==> config.mk <==
export PLATFORM = sky130hd
export DESIGN_NAME = rau_ctrl
export DESIGN_NICKNAME = d
export VERILOG_FILES = /design/src/rtl/core/rau_pkg.sv /design/src/rtl/core/rau_ctrl.sv
export SDC_FILE = /design/constraint.sdc
export NUM_CORES = 1
export LEC_CHECK = 0
export BUFFER_PORTS_ARGS = -buffer_cell sky130_fd_sc_hd__buf_2
export CAP_MARGIN = 5
export CORE_MARGIN = 2
export CORE_UTILIZATION = 30
export DETAILED_ROUTE_END_ITERATION = 8
export SLEW_MARGIN = 10
export SYNTH_ARGS = -nofsm -noshare
export SYNTH_HDL_FRONTEND = slang
export SYNTH_SLANG_ARGS = --single-unit
==> constraint.sdc <==
create_clock -name clk -period 1.81 [get_ports clk]
set_input_delay 0.181 -clock clk [delete_from_list [all_inputs] [get_ports clk]]
set_output_delay 0.181 -clock clk [all_outputs]
set_load 0.02 [all_outputs]
==> src/rtl/core/rau_pkg.sv <==
// Package for the rational arithmetic unit: operation codes, status codes
// and the step codes the controller issues to the datapath. No dependencies.
`timescale 1ns / 1ps
package rau_pkg;

  localparam int unsigned WordBitsDefault = 64;

  localparam logic [2:0] KIND_ADD = 3'd0;
  localparam logic [2:0] KIND_SUB = 3'd1;
  localparam logic [2:0] KIND_MUL = 3'd2;
  localparam logic [2:0] KIND_DIV = 3'd3;
  localparam logic [2:0] KIND_NEG = 3'd4;

  localparam logic [1:0] ST_OK   = 2'd0;
  localparam logic [1:0] ST_DIV0 = 2'd1;
  localparam logic [1:0] ST_OVF  = 2'd2;

  // Steps the controller runs on the datapath for one item.
  localparam logic [3:0] S_NORM_A = 4'd0;
  localparam logic [3:0] S_NORM_B = 4'd1;
  localparam logic [3:0] S_OPER   = 4'd2;
  localparam logic [3:0] S_NORM_R = 4'd3;

endpackage

==> src/rtl/core/rau_ctrl.sv <==
// Controller of the rational arithmetic unit: sequences normalize, operate
// and normalize-result steps and runs the handshakes. Depends on rau_pkg.
`timescale 1ns / 1ps
module rau_ctrl import rau_pkg::*; (
  input  logic       clk,
  input  logic       rst,
  input  logic       in_valid,
  output logic       in_stall,
  output logic       out_valid,
  input  logic       out_stall,
  output logic       load,
  output logic [3:0] step,
  output logic       step_go,
  input  logic       step_done,
  input  logic [1:0] st,
  input  logic [2:0] kind_q,
  output logic       cap
);
  typedef enum logic [5:0] {
    IDLE  = 6'b000001,
    NA    = 6'b000010,
    NB    = 6'b000100,
    OPER  = 6'b001000,
    NR    = 6'b010000,
    DONE  = 6'b100000
  } state_t;

  state_t state, state_next;
  logic   ovalid;

  always_comb begin
    state_next = state;
    step = S_NORM_A;
    step_go = 1'b0;
    cap = 1'b0;
    unique case (state)
      IDLE: if (in_valid) state_next = NA;
      NA: begin
        step = S_NORM_A; step_go = 1'b1;
        if (step_done) begin
          if (st != ST_OK) state_next = DONE;
          else if (kind_q <= KIND_DIV) state_next = NB;
          else state_next = OPER;
        end
      end
      NB: begin
        step = S_NORM_B; step_go = 1'b1;
        if (step_done) state_next = (st != ST_OK) ? DONE : OPER;
      end
      OPER: begin
        step = S_OPER; step_go = 1'b1;
        if (step_done) state_next = (st != ST_OK || kind_q > KIND_NEG) ? DONE : NR;
      end
      NR: begin
        step = S_NORM_R; step_go = 1'b1;
        if (step_done) state_next = DONE;
      end
      DONE: if (!ovalid || !out_stall) begin
        cap = 1'b1; state_next = IDLE;
      end
      default: state_next = IDLE;
    endcase
  end

  always_ff @(posedge clk) begin
    if (rst) begin
      state <= IDLE;
      ovalid <= 1'b0;
    end else begin
      state <= state_next;
      if (cap) ovalid <= 1'b1;
      else if (!out_stall) ovalid <= 1'b0;
    end
  end

  assign in_stall = (state != IDLE);
  assign load = (state == IDLE) && in_valid;
  assign out_valid = ovalid;
endmodule

# Word-level counts from Yosys, hierarchy flattened
# Cells that the tools add are included.
[totals]
word_cells = 43
reg_bits = 7
[op_classes]
n_reduce_logical = 8
muxes = 17
n_eq_ne = 14
order_cmp = 2
[ops]
columns = ["operator", "n"]
rows = [
  ["$mux 6", 9],
  ["$pmux 6 s6", 1],
  ["$ne 2x2->1 const B", 6],
  ["$eq 6x1->1 const B", 1],
  ["$eq 6x2->1 const B", 1],
  ["$eq 6x3->1 const B", 1],
  ["$eq 6x4->1 const B", 1],
  ["$eq 6x5->1 const B", 1],
  ["$eq 6x6->1 const B", 1],
  ["$ne 6x1->1 const B", 1],
  ["$pmux 2 s3", 1],
  ["$reduce_and 6->1", 1],
  ["$mux 1", 5],
  ["$mux 4", 1],
  ["$reduce_or 4->1", 1],
  ["$gt 3x3->1 const B", 1],
  ["$le 3x2->1 const B", 1],
  ["$logic_not 1->1", 2],
  ["$logic_or 1x1->1", 2],
  ["$ne 2x1->1 const B", 1],
  ["$reduce_bool 2->1", 1],
  ["$logic_and 1x1->1", 1],
]

# Logic depth before layout (Yosys ltp)
[logic_depth]
word_depth = 5
mapped_depth = 6
mapped_depth_nobuf = 5

# Least setup slack after synthesis
# No wires, ideal clock.
[synth_path]
path_kind = "reg-to-reg"
start = "reg state[2]"
end = "reg state[0]"
t_required_ns = 1.665
arrival_time_ns = 1.647
n_path_buf = 1
setup_time_ns = 0.145
setup_slack_ns = 0.018
stages_incl_launch_ff = 6
period_less_slack_ns = 1.792
cell_sequence = "dfxtp_1 buf_2 nor4b_1 a221oi_4 nor3_1 o21ai_1"
[synth_via]
elab_chain_cells = 3
[synth_rtl]
columns = ["element", "line_no", "source"]
rows = [
  ["start, declared", "rau_ctrl.sv:28", "state_t state, state_next;"],
  ["start signal, assigned", "rau_ctrl.sv:70", "state <= state_next;"],
  ["$eq 6x6->1, or another cell as far along", "rau_ctrl.sv:36", "unique case (state)"],
  ["$ne 2x2->1 (no source line)", "--", ""],
  ["$reduce_and 6->1 (no source line)", "--", ""],
]
# Parallel ways exist; a longest one is shown, timed or not.
# A chain may end at the register's enable or synchronous reset.

# Worst setup path in the final report
[layout_path]
start = "reg state[3]"
end = "reg state[4]"
# Same word-level chain as after synthesis.

==> key figures <==
Timing
  – Setup Skew: 0.001433 ns
  – Slew Viols, Final: 0
  – Final cycle utilization of the critical path: 92.92%
  – Final hold vios: 0
  – RSZ-0062 raised after global routing: no
  – Worst hold slack: 0.1876 ns
  – Final setup viols: 0
  – Fmax: 0.5946 GHz
  – Post-route minimum period: between 1.5 and 2 ns
  – Setup TNS: 0 ns

Worst setup path
  – Critical path destination: state[4]
  – CP Capture Type: flop
  – Reg2reg start: state[3]
  – Worst setup SP type: flop
  – CP max FO: 9
  – Max incr delay on CP: 0.46 ns
  – Worst path slowest cell: dfxtp_2
  – Worst r2r dst: state[4]
  – Crit path required time: 1.98 ns
  – Crit. Startpoint: state[3]
  – Reg2reg path depth: 5
  – Worst path arrival time: between 1.5 and 2 ns
  – CP Class: flop to flop
  – CP cell instances: xor2_1, a221oi_4, o211ai_4, or3_1, a21oi_1
  – Flop2flop setup slack: ~0.13 ns

Pwr
  – Cell Pwr Density: ~620 mW/mm^2
  – Sequential cell fraction of total power: 39.2%
  – Net Sw Frac: 30.59%
  – Psw: 0.1334 mW
  – Comb pwr share: just under 30%
  – Clk pwr share: roughly 31%
  – Pleak: roughly 0.29 nW
  – VDD IR max: 410.8 uV
  – Power Internal: about 0.30 mW

CTS
  – Clock buffer count from CTS: 3
  – Clock Latency Late Sink: around 0.24 ns
  – CTS tree: yes
  – Post-CTS Setup Repair Bufs: 0
  – Hold Buf Count CTS: 0
  – Root buf cell: clkbuf_4
  – Htree depth: 1
  – Buffers from clock root to sink, at most: 2
  – Clk sinks: 7
  – Worst-path clk slew: around 0.050 ns

Routing
  – Initial DRC count: 5
  – Post-DR vias/cell: approximately 4.8
  – Post-Route WL: approximately 1.2 mm
  – DRT antenna net count: 0
  – DRT Pass-1 Iters: 4
  – DRC Markers: 0
  – Wire per inst: 11.23 um
  – Vias after detailed routing: 518

Finish
  – Layout Cells excl Fill: 109
  – Nets: 95
  – Number of diodes: 0
  – Share of layout cells above drive strength 1: 40.48%
  – Core Util, Final: between 40% and 50%
  – Area grow syn2layout: 30.56%
  – Design area: between 700 and 800 um^2
  – Fill count: 184

Global routing
  – First-pass GRT wire length: 1.938 mm
  – Grt ovf: 0
  – Tot GR Track Use: between 10% and 20%
  – Largest net degree at the start of global routing: 10
  – Vias in the first global route: 449
  – Initial antenna violation count: 0

Floorplan
  – Core Area: roughly 0.0017 mm^2
  – FP Rows: 15
  – # IOs: 19
  – Die Y: ~46 um
  – Initial Utilization: 31.65%
  – Total die area: 0.002157 mm^2
  – Die X: 46.45 um

Synthesis
  – Synth top area share: 25.93%
  – Async S/R FF share, synth: 0%
  – Cell taking the most area after synthesis: dfxtp_1
  – Post-Syn Area per Cell: approximately 8.4 um^2
  – Post-Syn Instances: 64
  – Post-synth EDFFs: 0
  – Synth Warn #: 0
  – Post-synth top cells: dfxtp_1 (7), a21oi_1 (6), nor2_1 (6)
  – Unique masters post-synth: 33
  – Sequential area share after synthesis: between 20% and 30%
  – Top-count cell post-synth: dfxtp_1
  – FF+latch count, synth: 7
  – Mapped cell area: 540.5 um^2
  – Main area contributors after synthesis: dfxtp_1 (26%), a21oi_1 (5.6%), nand3b_1 (5.6%)
  – Dominant synthesized flop cell: dfxtp_1

Placement
  – Dpl cell area: 646.9 um^2
  – Post-DP HPWL: 1.008 mm
  – Gpl congestion: between 0.7 and 0.8
  – Cells after DPL: 105
  – Port buffer count: 16

Hold path
  – Hold Path Depth: 2
  – Hold crit path type: primary input to flop

Status
  – Status: finished clean

Run
  – Maxcap violations: 0
## placed cells by master, fill, tap and decap left out, types with 2 or more instances in the layout
master and count:
a21oi_1 6, buf_2 16, buf_4 4, clkbuf_4 3, conb_1 2, dfxtp_1 3, dfxtp_2 4, nand2_1 4
nand3b_1 4, nor2_1 6, nor2b_1 3, o21ai_0 2, o21ai_1 2, or3_1 2
## routing by layer
layer	vias to the layer above	share of wire (%)	track usage, %
li1	271	-	-
met1	233	49	18.12
met2	14	45	17.78
met3	0	5.8	5.882
met4	0	0	3.429
met5	-	0	0
## cell families (layout without fill, tap and decap cells)
| group | after synthesis | after routing | synth area share, % |
|---|---|---|---|
| DFF | 7 | 7 | 25.93 |
| buffers and inverters | 6 | 25 | 7.868 |
| AOI/OAI and AO/OA | 15 | 15 | 22.92 |
| and+or+nand+nor | 33 | 33 | 39.35 |
| xor gates and xnor gates | 2 | 2 | 3.241 |
| other | 1 | 2 | 0.6938 |
## stage by stage
step | worst slack, ns | power [mW]
after global routing | 0.004157 | 0.4707
after CTS | 0.02119 | 0.4393
after detailed placement | 0.02772 | 0.2971
after floorplan | 0.01823 | 0.2532
after global placement | 0.08825 | 0.2959
final | 0.1282 | 0.4361
## power groups by stage
| stage | clock network (mW) | logic, mW | registers, mW |
|---|---|---|---|
| finish | 0.135 | 0.130 | 0.171 |
| floorplan | 0 | 0.0811 | 0.172 |
| global route | 0.155 | 0.144 | 0.172 |
| CTS | 0.143 | 0.127 | 0.169 |
| global placement | 0 | 0.125 | 0.171 |
| detailed placement | 0 | 0.126 | 0.171 |
## registers in the layout, indices dropped and copies added, names as in the netlist
signal,flops
out_valid,1
state,6
## worst max-delay path: cells and delay by family, from the launching register on
family,cells,cell delay [ns]
compound gates,3,0.64
xor+xnor,1,0.16
flops,1,0.46
simple gates,1,0.35
## worst min-delay path by stage
stage	from	end	slack, ns
2_1_floorplan	rst	out_valid	0.25
3_3_place_gp	rst	state[4]	0.44
3_5_place_dp	rst	state[4]	0.45
4_1_cts	rst	state[4]	0.18
5_1_grt	rst	state[4]	0.20
6_report	rst	state[4]	0.19
## timing repair
action,CTS,global route
pin swaps,0,0
resized for setup,5,4
endpoints found under the setup margin,1,7
## cell type report
cell class              instances  area (um^2)  area share, %
multi-input cells              52        389.1          55.14
flip-flops and latches          7        145.1          20.57
repair buffers                 20        110.1          15.60
well taps                      25        31.28          4.433
clock buffers                   4        26.28          3.723
inverters                       1        3.754         0.5319
Power figures use the tool's default switching activity.
